`config.mk`:
```
export PLATFORM = sky130hd
export DESIGN_NAME = cbq_apb_regs
export DESIGN_NICKNAME = d
export VERILOG_FILES = /design/src/design/cbq_pkg.sv /design/src/design/cbq_apb_regs.sv
export SDC_FILE = /design/constraint.sdc
export NUM_CORES = 1
export LEC_CHECK = 0
export ABC_CLOCK_PERIOD_IN_PS = 1700
export BUFFER_PORTS_ARGS = -buffer_cell sky130_fd_sc_hd__buf_2
export CORE_ASPECT_RATIO = 1.5
export CORE_MARGIN = 2
export CORE_UTILIZATION = 40
export DETAILED_ROUTE_END_ITERATION = 8
export PLACE_DENSITY = 0.67
export SYNTH_ARGS = -nofsm -noshare
export SYNTH_HDL_FRONTEND = slang
export SYNTH_SLANG_ARGS = --single-unit
export TNS_END_PERCENT = 10
```
`constraint.sdc`:
```
create_clock -name clk_i -period 1.7 [get_ports clk_i]
set_input_delay 0.17 -clock clk_i [delete_from_list [all_inputs] [get_ports clk_i]]
set_output_delay 0.17 -clock clk_i [all_outputs]
set_load 0.05 [all_outputs]
```
`src/design/cbq_pkg.sv`:
```
// Shared types, widths, constants and the microcode program for the biquad cascade.
// No dependencies; every other file of the block imports this package.
`default_nettype none

package cbq_pkg;

  // Field widths
  localparam int SAMPLE_W = 16;
  localparam int STATE_W  = 48;
  localparam int COEF_W   = 18;
  localparam int GAIN_W   = 32;
  localparam int FRAC_W   = 16;
  localparam int DATA_W   = 32;
  localparam int PADDR_W  = 5;
  localparam int REGIDX_W = 3;

  // Datapath widths
  localparam int HALF_W    = STATE_W / 2;
  localparam int HI_W      = STATE_W - HALF_W;
  localparam int A_W       = HI_W + 1;
  localparam int B_W       = GAIN_W + 1;
  localparam int P_W       = A_W + B_W;
  localparam int ACC_W     = STATE_W + GAIN_W + 2;
  localparam int N1_W      = SAMPLE_W + 2;
  localparam int N2_W      = STATE_W + 2;
  localparam int OUT_SHIFT = FRAC_W + GAIN_W;

  // Rounding offsets: half an LSB of the value kept after the shift
  localparam logic [ACC_W-1:0] STAGE_RND = ACC_W'(1) << (FRAC_W - 1);
  localparam logic [ACC_W-1:0] OUT_RND   = ACC_W'(1) << (OUT_SHIFT - 1);

  localparam logic [STATE_W-1:0]  STATE_MAX = {1'b0, {(STATE_W-1){1'b1}}};
  localparam logic [STATE_W-1:0]  STATE_MIN = {1'b1, {(STATE_W-1){1'b0}}};
  localparam logic [SAMPLE_W-1:0] OUT_MAX   = {1'b0, {(SAMPLE_W-1){1'b1}}};
  localparam logic [SAMPLE_W-1:0] OUT_MIN   = {1'b1, {(SAMPLE_W-1){1'b0}}};

  // Register reset values
  localparam logic [COEF_W-1:0] S1_FB1_RST = COEF_W'(112008);
  localparam logic [COEF_W-1:0] S1_FB2_RST = COEF_W'(-51957);
  localparam logic [COEF_W-1:0] S2_FB1_RST = COEF_W'(97693);
  localparam logic [COEF_W-1:0] S2_FB2_RST = COEF_W'(-36943);
  localparam logic [GAIN_W-1:0] GAIN_RST   = GAIN_W'(1640768);

  typedef enum logic [REGIDX_W-1:0] {
    REG_S1_FB1 = 3'd0,
    REG_S1_FB2 = 3'd1,
    REG_S2_FB1 = 3'd2,
    REG_S2_FB2 = 3'd3,
    REG_GAIN   = 3'd4
  } reg_idx_e;

  typedef struct packed {
    logic [COEF_W-1:0] s1_fb1;
    logic [COEF_W-1:0] s1_fb2;
    logic [COEF_W-1:0] s2_fb1;
    logic [COEF_W-1:0] s2_fb2;
    logic [GAIN_W-1:0] gain;
  } coef_t;

  // Microcode fields
  localparam int STEP_W    = 4;
  localparam int LAST_STEP = 14;

  typedef enum logic [1:0] {
    HOLD_NONE = 2'd0,
    HOLD_IN   = 2'd1,
    HOLD_OUT  = 2'd2
  } hold_e;

  typedef enum logic [1:0] {
    A_M1 = 2'd0,
    A_M2 = 2'd1,
    A_O1 = 2'd2,
    A_O2 = 2'd3
  } asel_e;

  typedef enum logic [2:0] {
    B_S1_FB1 = 3'd0,
    B_S1_FB2 = 3'd1,
    B_S2_FB1 = 3'd2,
    B_S2_FB2 = 3'd3,
    B_GAIN   = 3'd4
  } bsel_e;

  typedef enum logic [2:0] {
    ACC_HOLD  = 3'd0,
    ACC_LOAD1 = 3'd1,
    ACC_LOAD2 = 3'd2,
    ACC_LOADR = 3'd3,
    ACC_ADD   = 3'd4
  } accop_e;

  typedef struct packed {
    hold_e             hold_on;
    logic              jump;
    logic [STEP_W-1:0] target;
    logic              mul_en;
    asel_e             a_sel;
    logic              a_hi;
    bsel_e             b_sel;
    accop_e            acc_op;
    logic              store_m;
    logic              shift_hist;
    logic              emit;
  } ctrl_t;

  localparam ctrl_t UC_NOP = '{
    hold_on:    HOLD_NONE,
    jump:       1'b0,
    target:     '0,
    mul_en:     1'b0,
    a_sel:      A_M1,
    a_hi:       1'b0,
    b_sel:      B_S1_FB1,
    acc_op:     ACC_HOLD,
    store_m:    1'b0,
    shift_hist: 1'b0,
    emit:       1'b0
  };

  // Program ROM. A product issued in one step is added in the next one.
  function automatic ctrl_t uc_word(input logic [STEP_W-1:0] step);
    ctrl_t w;
    w = UC_NOP;
    unique case (step)
      4'd0: begin
        w.hold_on = HOLD_IN;  w.acc_op = ACC_LOAD1;
        w.mul_en  = 1'b1;     w.a_sel = A_M1; w.a_hi = 1'b0; w.b_sel = B_S1_FB1;
      end
      4'd1: begin
        w.acc_op = ACC_ADD;
        w.mul_en = 1'b1; w.a_sel = A_M1; w.a_hi = 1'b1; w.b_sel = B_S1_FB1;
      end
      4'd2: begin
        w.acc_op = ACC_ADD;
        w.mul_en = 1'b1; w.a_sel = A_M2; w.a_hi = 1'b0; w.b_sel = B_S1_FB2;
      end
      4'd3: begin
        w.acc_op = ACC_ADD;
        w.mul_en = 1'b1; w.a_sel = A_M2; w.a_hi = 1'b1; w.b_sel = B_S1_FB2;
      end
      4'd4: begin
        w.acc_op = ACC_ADD;
      end
      4'd5: begin
        w.store_m = 1'b1; w.acc_op = ACC_LOAD2;
        w.mul_en  = 1'b1; w.a_sel = A_O1; w.a_hi = 1'b0; w.b_sel = B_S2_FB1;
      end
      4'd6: begin
        w.acc_op = ACC_ADD;
        w.mul_en = 1'b1; w.a_sel = A_O1; w.a_hi = 1'b1; w.b_sel = B_S2_FB1;
      end
      4'd7: begin
        w.acc_op = ACC_ADD;
        w.mul_en = 1'b1; w.a_sel = A_O2; w.a_hi = 1'b0; w.b_sel = B_S2_FB2;
      end
      4'd8: begin
        w.acc_op = ACC_ADD;
        w.mul_en = 1'b1; w.a_sel = A_O2; w.a_hi = 1'b1; w.b_sel = B_S2_FB2;
      end
      4'd9: begin
        w.acc_op = ACC_ADD;
      end
      4'd10: begin
        w.shift_hist = 1'b1; w.acc_op = ACC_LOADR;
      end
      4'd11: begin
        w.mul_en = 1'b1; w.a_sel = A_O1; w.a_hi = 1'b0; w.b_sel = B_GAIN;
      end
      4'd12: begin
        w.acc_op = ACC_ADD;
        w.mul_en = 1'b1; w.a_sel = A_O1; w.a_hi = 1'b1; w.b_sel = B_GAIN;
      end
      4'd13: begin
        w.acc_op = ACC_ADD;
      end
      4'd14: begin
        w.hold_on = HOLD_OUT; w.emit = 1'b1;
        w.jump    = 1'b1;     w.target = '0;
      end
      default: begin
        w.jump = 1'b1; w.target = '0;
      end
    endcase
    return w;
  endfunction

endpackage

`default_nettype wire

```
`src/design/cbq_apb_regs.sv`:
```
// APB configuration registers: feedback coefficients and output gain.
// Depends on cbq_pkg.
`default_nettype none

module cbq_apb_regs import cbq_pkg::*; (
  input  wire logic               clk_i,
  input  wire logic               rst_ni,
  input  wire logic               psel,
  input  wire logic               penable,
  input  wire logic               pwrite,
  input  wire logic [PADDR_W-1:0] paddr,
  input  wire logic [DATA_W-1:0]  pwdata,
  output logic      [DATA_W-1:0]  prdata,
  output logic                    pready,
  output coef_t                   coef_o
);

  coef_t    coef_q;
  logic     wr_en;
  reg_idx_e idx;

  assign pready = 1'b1;
  assign wr_en  = psel & penable & pwrite;
  assign idx    = reg_idx_e'(paddr[PADDR_W-1:2]);
  assign coef_o = coef_q;

  always_ff @(posedge clk_i or negedge rst_ni) begin
    if (!rst_ni) begin
      coef_q.s1_fb1 <= S1_FB1_RST;
      coef_q.s1_fb2 <= S1_FB2_RST;
      coef_q.s2_fb1 <= S2_FB1_RST;
      coef_q.s2_fb2 <= S2_FB2_RST;
      coef_q.gain   <= GAIN_RST;
    end else if (wr_en) begin
      unique case (idx)
        REG_S1_FB1: coef_q.s1_fb1 <= pwdata[COEF_W-1:0];
        REG_S1_FB2: coef_q.s1_fb2 <= pwdata[COEF_W-1:0];
        REG_S2_FB1: coef_q.s2_fb1 <= pwdata[COEF_W-1:0];
        REG_S2_FB2: coef_q.s2_fb2 <= pwdata[COEF_W-1:0];
        REG_GAIN:   coef_q.gain   <= pwdata[GAIN_W-1:0];
        default: ;
      endcase
    end
  end

  // coefficients read back sign-extended
  always_comb begin
    unique case (idx)
      REG_S1_FB1: prdata = {{(DATA_W-COEF_W){coef_q.s1_fb1[COEF_W-1]}}, coef_q.s1_fb1};
      REG_S1_FB2: prdata = {{(DATA_W-COEF_W){coef_q.s1_fb2[COEF_W-1]}}, coef_q.s1_fb2};
      REG_S2_FB1: prdata = {{(DATA_W-COEF_W){coef_q.s2_fb1[COEF_W-1]}}, coef_q.s2_fb1};
      REG_S2_FB2: prdata = {{(DATA_W-COEF_W){coef_q.s2_fb2[COEF_W-1]}}, coef_q.s2_fb2};
      REG_GAIN:   prdata = coef_q.gain;
      default:    prdata = '0;
    endcase
  end

endmodule

`default_nettype wire

```
==> flow_metrics.env, run 1 <==
export IMPL_period_minus_slack_ns=1.83
export IMPL_total_power_uw=9680
export IMPL_cts_made_buffers=9
export IMPL_ir_worst_vdd_mv=0.746
export IMPL_syn_num_nets=379
export IMPL_holdPathStages=2
export IMPL_synthXorXnorAreaFrac=0
export IMPL_synth_top_family_by_area="multiplexers"
export IMPL_fmax_mhz=547
export IMPL_io_buffers=175
export IMPL_ioPinCount=179
export IMPL_grt_start_max_net_pins=51
export IMPL_grt_pass1_wl_um=21200
export IMPL_yosys_warnings=0
export IMPL_cp_start_kind="flip-flop"
export IMPL_synth_simple_gate_area_share=0.0252
export IMPL_dp_hpwl_um=10200
export IMPL_vias_per_cell=5.35
export IMPL_post_route_period_util=1.07
export IMPL_drt_initial_drc_count=117
export IMPL_clkLatencyLatePin_ns=0.33
export IMPL_wl_per_cell_um=20.2
export IMPL_clockBufferDepth=2
export IMPL_hp_start="pwdata[22]"
export IMPL_dieHeight_um=139
export IMPL_critPathMaxFanout=8
export IMPL_dieArea_mm2=0.0131
export IMPL_cp_cell_sequence="mux2_4 -> a22o_4 -> a21o_1 -> buf_6"
export IMPL_drt_wl_total_um=13900
export IMPL_via_count=3679
export IMPL_route_top_layer_used="met4"
export IMPL_synth_compound_area_frac=0.0994
export IMPL_layout_setup_ws_ns=-0.127
export IMPL_largest_reg_flops=104
export IMPL_p_leak_uw=0.00331
export IMPL_synth_top_area_cell="dfrtp_1"
export IMPL_dr_pass1_iters=4
export IMPL_yosys_top_cells_area="dfrtp_1 29%, dfstp_2 25%, mux2_2 19%, mux2_1 6.9%, mux2_4 3.1%"
export IMPL_max_stage_delay_ns=0.38
export IMPL_grt_pass1_vias=3817
export IMPL_ff2ff_setup_slack_ns=0.81
export IMPL_num_rows=49
export IMPL_grtUsageTotal=0.212
export IMPL_antenna_found_initial=0
export IMPL_worstHoldEndpoint="coef_o[22]$_DFFE_PN0P_"
export IMPL_synthesis_area_mm2=0.00487
export IMPL_path_buf_inv=1
export IMPL_slew_viol_final=0
export IMPL_wl_met2_um=7320
export IMPL_post_route_util=0.550
export IMPL_power_density_mw_per_mm2=1470
export IMPL_reg2reg_to="coef_o[103]$_DFFE_PN0P_"
export IMPL_grt_overflow=0
export IMPL_violations="setup timing"
export IMPL_drt_met1_wl_um=5560
export IMPL_cts_htree_levels=3
export IMPL_ff2ff_path_depth=2
export IMPL_diodes=0
export IMPL_finalHoldViolCount=0
export IMPL_worstReg2RegStart="coef_o[103]$_DFFE_PN0P_"
export IMPL_final_antenna_net_count=0
export IMPL_synth_avg_cell_area_um2=14.5
export IMPL_clk_pin_slew_worst_paths_ns=0.07
export IMPL_crit_required_ns=1.53
export IMPL_hp_class="in -> reg"
export IMPL_ys_ff_latch=104
export IMPL_core_mm2=0.0120
export IMPL_synthAdderAreaFrac=0
export IMPL_routabilityCongestion=0.758
export IMPL_rsz0062_at_grt="true"
export IMPL_cts_tree="yes"
export IMPL_clock_sinks=104
export IMPL_synth_mux_area_frac=0.292
export IMPL_synth_cell_type_count=29
export IMPL_dr_wl_met3_um=755
export IMPL_yosysSeqAreaShare=0.546
export IMPL_cp_top_family="compound AO/OA/AOI/OAI gates"
export IMPL_synth_top_area_frac=0.293
export IMPL_crit_arrival_ns=1.66
export IMPL_drc_errors=0
export IMPL_finClkSkew_ns=0
export IMPL_fin_nets=572
export IMPL_crit_slowest_cell="dfrtp_1"
export IMPL_dieWidth_um=94.1
export IMPL_endpoint_kind="output port"
export IMPL_drive_gt1_frac=0.707
export IMPL_clock_root_buffer="clkbuf_16"
export IMPL_crit_type="reg -> out"
export IMPL_setup_violations=15
export IMPL_synth_cells=337
export IMPL_initial_core_util=0.408
export IMPL_status="finished, violations left"
export IMPL_area_growth_pct=34.9
export IMPL_cap_violations=0
[logic make-up (layout without fill, tap and decap cells)]
kind of cell,Yosys count,after routing
buf+inv,28,225
mux,123,123
simple gates,14,14
other cells,1,1
compound gates,67,68
flops,104,104
[cell usage after synthesis]
| master | n |
|---|---|
| buf_4 | 5 |
| and4_1 | 1 |
| buf_6 | 4 |
| a22oi_1 | 16 |
| a32oi_1 | 17 |
| nor3b_4 | 1 |
| mux2_1 | 30 |
| nand2_1 | 2 |
| conb_1 | 1 |
| nor2_2 | 1 |
| nor3_4 | 1 |
| nor2_1 | 2 |
| mux2_2 | 83 |
| o21ai_0 | 17 |
| dfstp_2 | 47 |
| mux2_4 | 10 |
| a22o_1 | 1 |
| clkbuf_1 | 7 |
| a21o_1 | 15 |
| inv_2 | 1 |
| or3_1 | 1 |
| dfrtp_1 | 57 |
| a2bb2oi_1 | 1 |
| buf_2 | 10 |
| buf_8 | 1 |
| and2b_1 | 1 |
| nor2b_1 | 2 |
| nor3b_1 | 1 |
| nand4b_4 | 1 |
[worst max path at each step]
stage | start | endpoint | slack [ns] | cells past startpoint
2_1_floorplan | coef_o[83]$_DFFE_PN0P_ | prdata[15] | -0.36 | 2
3_3_place_gp | paddr[2] | prdata[30] | 0.006 | 5
3_5_place_dp | paddr[2] | prdata[30] | -0.02 | 5
4_1_cts | coef_o[103]$_DFFE_PN0P_ | prdata[30] | -0.13 | 4
5_1_grt | coef_o[103]$_DFFE_PN0P_ | prdata[17] | -0.18 | 4
6_report | coef_o[103]$_DFFE_PN0P_ | prdata[25] | -0.13 | 4
[layer usage]
layer  up-vias  global-route usage
met4         0              0.0679
li1       1653                   -
met1      1876               0.253
met2       134               0.375
met5         -                   0
met3        16              0.0435
[area by class of cell]
cell class,instances,area [um2]
clock buffers,10,229
well taps,153,191
fillers,1058,5380
flip-flops and latches,104,2660
multi-input cells,206,2100
inverters,1,3.75
repair buffers,208,1300
clock inverters,6,91.3
[where the power goes]
part           internal, uW  total (uW)  switching, uW
Combinational          1100        3970           2870
Sequential             3120        3500            378
Clock                  1300        2200            904
[per-stage QoR]
stage	instances	TNS [ns]	hold slack (ns)	setup slack [ns]	cell area, um2
floorplan	337	-4.27	-0.126	-0.361	4880
global placement	669	0	0.144	0.00612	6080
detailed placement	669	-0.0774	0.157	-0.0197	6080
CTS	688	-1.74	0.0352	-0.132	6550
global route	688	-2.39	0.0335	-0.175	6570
finish	688	-1.52	0.0444	-0.127	6570
[cells in the final DEF (no fill, tap or decap), types with 5 or more instances in the layout]
| cell type | synthesis | routed |
|---|---|---|
| a21o_1 | 15 | 15 |
| a22oi_1 | 16 | 16 |
| a32oi_1 | 17 | 15 |
| buf_12 | 0 | 5 |
| buf_2 | 10 | 156 |
| buf_4 | 5 | 28 |
| buf_6 | 4 | 17 |
| clkbuf_16 | 0 | 9 |
| dfrtp_1 | 57 | 57 |
| dfstp_2 | 47 | 47 |
| mux2_1 | 30 | 30 |
| mux2_2 | 83 | 82 |
| mux2_4 | 10 | 11 |
| o21ai_1 | 0 | 15 |
[what timing repair did]
item / in CTS / in global routing
cloned: 1 / 0
hold buffers: 1 / 0
setup endpoints to repair: 15 / 25
pin swaps: 1 / 0
buffers inserted: 1 / 0
gates resized for setup: 36 / 8
endpoints found under the hold margin: 14 / 0
(Power assumes the default switching activity.)
==> run 2: changes to the inputs <==
Settings changed: CORE_UTILIZATION 40 to 50, PLACE_DENSITY 0.67 to 0.81, RECOVER_POWER set to 50.
==> flow_metrics.env, run 2 (same netlist as run 1, synthesis figures left out) <==
export IMPL_ioPinCount=179
export IMPL_largest_reg_flops=104
export IMPL_internal_power_uw=5510
export IMPL_clock_sinks=104
export IMPL_cts_htree_levels=3
export IMPL_clk_pin_slew_worst_paths_ns=0.07
export IMPL_io_buffers=175
export IMPL_critPathMaxFanout=8
export IMPL_crit_start="coef_o[103]$_DFFE_PN0P_"
export IMPL_power_density_mw_per_mm2=1490
export IMPL_cap_violations=0
export IMPL_rsz0062_at_grt="true"
export IMPL_finalHoldViolCount=0
export IMPL_drt_initial_drc_count=175
export IMPL_status="finished, violations left"
export IMPL_final_common_cell="buf_2"
export IMPL_endpoint_kind="output port"
export IMPL_area_growth_pct=32.5
export IMPL_final_antenna_net_count=0
export IMPL_post_route_period_util=1.08
export IMPL_fin_nets=577
export IMPL_clock_root_buffer="clkbuf_16"
export IMPL_slew_viol_final=0
export IMPL_diodes=0
export IMPL_grt_start_max_net_pins=59
export IMPL_worstReg2RegStart="coef_o[67]$_DFFE_PN0P_"
export IMPL_period_minus_slack_ns=1.84
export IMPL_crit_arrival_ns=1.67
export IMPL_violations="setup timing"
export IMPL_hp_class="in -> reg"
export IMPL_dieHeight_um=125
export IMPL_reg2reg_to="coef_o[67]$_DFFE_PN0P_"
export IMPL_antenna_found_initial=0
export IMPL_grt_pass1_wl_um=21600
export IMPL_design_area_mm2=0.00646
export IMPL_grt_overflow=0
export IMPL_cts_tree="yes"
export IMPL_vias_per_cell=5.79
export IMPL_dp_hpwl_um=9760
export IMPL_dieWidth_um=84.6
export IMPL_ff2ff_path_depth=3
export IMPL_drc_errors=0
export IMPL_initial_core_util=0.509
export IMPL_netSwitchingFraction=0.429
export IMPL_dr_pass1_iters=4
export IMPL_finClkSkew_ns=0
export IMPL_crit_end="prdata[26]"
export IMPL_clockBufferDepth=2
export IMPL_worst_pin_slew_ns=0.970
export IMPL_drt_wl_total_um=13900
export IMPL_num_rows=44
export IMPL_ff2ff_setup_slack_ns=0.68
export IMPL_final_cell_mix="116 x buf_2, 82 x mux2_2, 57 x dfrtp_1, 47 x dfstp_2, 40 x clkbuf_1"
export IMPL_p_leak_uw=0.00317
export IMPL_post_route_util=0.674
export IMPL_crit_type="reg -> out"
export IMPL_wl_per_cell_um=21.2
export IMPL_via_count=3790
export IMPL_drive_gt1_frac=0.630
export IMPL_p_sw_uw=4140
export IMPL_p_clk_frac=0.227
export IMPL_relSlewSlack=0.353
export IMPL_cts_made_buffers=9
export IMPL_place_area_mm2=0.00605
export IMPL_cp_start_kind="flip-flop"
export IMPL_setup_violations=32
export IMPL_grt_pass1_vias=3935
export IMPL_pwr_share_seq=0.364
export IMPL_clkLatencyLatePin_ns=0.33
export IMPL_grtUsageTotal=0.263
export IMPL_fin_tns_setup_ns=-2.50
export IMPL_p_comb_frac=0.409
export IMPL_core_mm2=0.00958
export IMPL_fmax_mhz=545
export IMPL_ir_worst_vdd_mv=0.938
export IMPL_crit_required_ns=1.53
export IMPL_layout_setup_ws_ns=-0.136
export IMPL_routabilityCongestion=0.798
export IMPL_dieArea_mm2=0.0106
-- run 2: how the worst min path moves through the flow --
stage | endpoint | slack (ns) | depth (start not counted) | startpoint
floorplan | coef_o[0]$_DFFE_PN0P_ | -0.13 | 0 | rst_ni
global placement | coef_o[34]$_DFFE_PN0P_ | 0.05 | 1 | rst_ni
detailed placement | coef_o[34]$_DFFE_PN0P_ | 0.06 | 1 | rst_ni
CTS | coef_o[24]$_DFFE_PN0P_ | 0.04 | 2 | pwdata[24]
global route | coef_o[22]$_DFFE_PN0P_ | 0.04 | 2 | pwdata[22]
finish | coef_o[22]$_DFFE_PN0P_ | 0.05 | 2 | pwdata[22]
-- run 2: what timing repair did --
action	in CTS	in global routing
endpoints found under the hold margin	16	0
pin swaps	1	1
endpoints found under the setup margin	16	25
gates resized for setup	34	10
buffers inserted	2	2
hold buffers	1	0
gates cloned	1	0
-- run 2: per-stage QoR --
stage,setup WS (ns),power [uW],hold WS [ns],cells
final,-0.136,9650,0.0513,655
after global routing,-0.179,10000,0.0366,655
after CTS,-0.125,9720,0.0384,653
after detailed placement,-0.0535,7390,0.0570,633
after global placement,0.0249,7300,0.0543,633
after floorplan,-0.361,6400,-0.126,337
-- run 2: layer usage --
metal  GRT usage  part of all wire  vias up  wire, um
met2       0.460              0.53      170      7340
li1            -                 -     1660         -
met3      0.0471             0.068       19       942
met4      0.0803             0.016        0       218
met1       0.328              0.39     1941      5390
met5           0                 0        -         0
-- run 2: layout make-up --
cell class / instances / area [um2]
inverters: 1 / 3.75
flip-flops and latches: 104 / 2660
clock buffers: 10 / 239
well taps: 115 / 144
fillers: 742 / 3120
clock inverters: 6 / 82.6
multi-input cells: 206 / 2070
repair buffers: 213 / 1260
-- run 2: worst max-delay path, stage by stage, from the launching register on --
cell and delay (ns):
dfrtp_1 0.38, mux2_4 0.30, a22o_4 0.31, a21o_1 0.19
buf_6 0.15
-- run 2: power by group through the flow --
stage               clock [uW]  sequential [uW]  combinational (uW)
floorplan                    0             5230                1170
global placement             0             3500                3800
detailed placement           0             3540                3850
CTS                       2230             3500                3990
global route              2350             3580                4090
finish                    2190             3520                3940
==> run 3: changes to the inputs <==
Settings changed: ABC_AREA set to 1, CORE_UTILIZATION 50 to 51.
==> flow_metrics.env, run 3 <==
export IMPL_cp_start_kind="flip-flop"
export IMPL_grtUsageTotal=0.300
export IMPL_synth_common_cells="257 x nand2_1, 74 x o21ai_0, 57 x dfrtp_1, 47 x dfstp_2"
export IMPL_post_cts_buffers=0
export IMPL_final_cell_mix="258 x nand2_1, 158 x buf_2, 74 x o21ai_0, 57 x dfrtp_1, 48 x nor2_1"
export IMPL_synth_cell_type_count=25
export IMPL_cts_htree_levels=3
export IMPL_io_buffers=175
export IMPL_hp_class="in -> reg"
export IMPL_area_growth_pct=27.3
export IMPL_post_synth_top_count_cell="nand2_1"
export IMPL_clock_root_buffer="clkbuf_16"
export IMPL_period_minus_slack_ns=1.74
export IMPL_clk_pin_slew_worst_paths_ns=0.07
export IMPL_grt_start_max_net_pins=105
export IMPL_grt_overflow=0
export IMPL_design_area_mm2=0.00689
export IMPL_synthFlopType="dfrtp_1"
export IMPL_finClkSkew_ns=0
export IMPL_violations="setup timing"
export IMPL_clock_sinks=104
export IMPL_post_route_util=0.658
export IMPL_setup_violations=12
export IMPL_grt_pass1_vias=5120
export IMPL_post_route_period_util=1.02
export IMPL_critPathMaxFanout=15
export IMPL_vias_per_cell=5.48
export IMPL_grtUsageMet2=0.511
export IMPL_antenna_found_initial=1
export IMPL_finalNonFillerCells=1025
export IMPL_dieWidth_um=88.1
export IMPL_status="finished, violations left"
export IMPL_drive_gt1_frac=0.328
export IMPL_rsz0062_at_grt="true"
export IMPL_dp_hpwl_um=11600
export IMPL_routabilityCongestion=0.832
export IMPL_clockBufferDepth=2
export IMPL_core_mm2=0.0105
export IMPL_synthesis_area_mm2=0.00541
export IMPL_grt_pass1_wl_um=26200
export IMPL_endpoint_kind="output port"
export IMPL_dr_pass1_iters=5
export IMPL_synth_cells=703
export IMPL_place_area_mm2=0.00654
export IMPL_ioPinCount=179
export IMPL_p_leak_uw=0.00378
export IMPL_async_flop_share=1.00
export IMPL_dieHeight_um=130
export IMPL_holdWs_ns=0.0226
export IMPL_synth_edf_count=0
export IMPL_diodes=0
export IMPL_final_antenna_net_count=0
export IMPL_holdPathStages=3
export IMPL_dieArea_mm2=0.0115
export IMPL_wl_per_cell_um=16.8
export IMPL_via_count=5614
export IMPL_ys_ff_latch=104
export IMPL_ff2ff_path_depth=2
export IMPL_synth_top_area_cell="dfrtp_1"
export IMPL_synth_avg_cell_area_um2=7.70
export IMPL_largest_reg_flops=104
export IMPL_synth_top_area_frac=0.264
export IMPL_grt_use_met3=0.0455
export IMPL_drc_errors=0
export IMPL_yosys_warnings=0
export IMPL_grt_busiest_layer="met2"
export IMPL_cap_violations=0
export IMPL_placed_cells=1007
export IMPL_layout_setup_ws_ns=-0.0406
export IMPL_drt_wl_total_um=17200
export IMPL_finalHoldViolCount=0
export IMPL_cts_made_buffers=9
export IMPL_num_rows=46
export IMPL_crit_arrival_ns=1.57
export IMPL_clkLatencyLatePin_ns=0.34
export IMPL_yosysSeqAreaShare=0.492
export IMPL_worst_pin_slew_ns=0.957
export IMPL_final_common_cell="nand2_1"
export IMPL_slew_viol_final=0
export IMPL_initial_core_util=0.516
export IMPL_cts_tree="yes"
export IMPL_ir_worst_vdd_mv=0.940
export IMPL_power_density_mw_per_mm2=1390
export IMPL_yosys_top_cells_area="dfrtp_1 26%, dfstp_2 23%, nand2_1 18%, o21ai_0 6.8%, nand3_1 4.0%"
export IMPL_met1_usage=0.373
export IMPL_fin_nets=918
export IMPL_fmax_mhz=575
export IMPL_crit_type="reg -> out"
export IMPL_syn_num_nets=745
export IMPL_crit_required_ns=1.53
export IMPL_nFillCells=911
export IMPL_relSlewSlack=0.362
export IMPL_drt_initial_drc_count=544
==> run 3: metal layers <==
metal,vias to the layer above,part of all wire
met1,2626,0.38
li1,2631,-
met4,2,0.030
met3,44,0.083
met2,311,0.51
met5,-,0.00093
==> run 3: cell families (layout without fill, tap and decap cells) <==
group | after synthesis | after routing | share of synthesized area
AO/OA/AOI/OAI | 115 | 115 | 0.108
AND/OR/NAND/NOR | 394 | 395 | 0.320
other | 1 | 1 | 0.000693
buffers and inverters | 89 | 266 | 0.0791
flip-flops | 104 | 104 | 0.492
==> run 3: stage by stage <==
stage / setup TNS [ns] / power, uW / worst slack (ns)
after CTS: -0.0893 / 9590 / -0.0256
after global placement: 0 / 7270 / 0.0784
after detailed placement: 0 / 7330 / 0.0516
after floorplan: 0 / 6330 / 0.0498
final: -0.193 / 9550 / -0.0406
after global routing: -1.66 / 9940 / -0.108
==> run 3: report_power, final <==
group,leakage (uW),total (uW),switching [uW],internal (uW)
Clock,0.000152,2170,936,1230
Combinational,0.00242,3900,3070,823
Sequential,0.00121,3480,360,3120
==> run 3: final timing paths <==
| kind | start | endpoint | slack, ns |
|---|---|---|---|
| max | coef_o[85]$_DFFE_PN1P_ | prdata[17] | -0.04 |
| min in group asynchronous | rst_ni | coef_o[22]$_DFFE_PN0P_ | 0.60 |
| max reg2reg | coef_o[49]$_DFFE_PN1P_ | coef_o[49]$_DFFE_PN1P_ | 0.86 |
| min | pwdata[20] | coef_o[20]$_DFFE_PN1P_ | 0.02 |
| max in group asynchronous | rst_ni | coef_o[18]$_DFFE_PN0P_ | 0.43 |
| min reg2reg | coef_o[20]$_DFFE_PN1P_ | coef_o[20]$_DFFE_PN1P_ | 0.48 |
==> run 3: cell type report <==
type	instances	area [um2]	area share
clock buffers	11	253	0.0367
clock inverters	5	63.8	0.00926
inverters	37	144	0.0209
multi-input cells	511	2330	0.338
flip-flops and latches	104	2660	0.386
well taps	144	180	0.0262
repair buffers	213	1260	0.182
==> run 3: what timing repair did <==
action	in CTS	in global routing
gates resized for setup	32	3
pin swaps	4	0
setup endpoints to repair	15	19
gates cloned	1	0
hold buffers	1	0
hold endpoints to repair	57	0
==> run 3: worst max-delay path, stage by stage, from the launching register on <==
cell and delay [ns]:
dfstp_2 0.55, nand4_1 0.15, nand2_4 0.20, nor2_1 0.08, nand2_1 0.09, buf_6 0.16
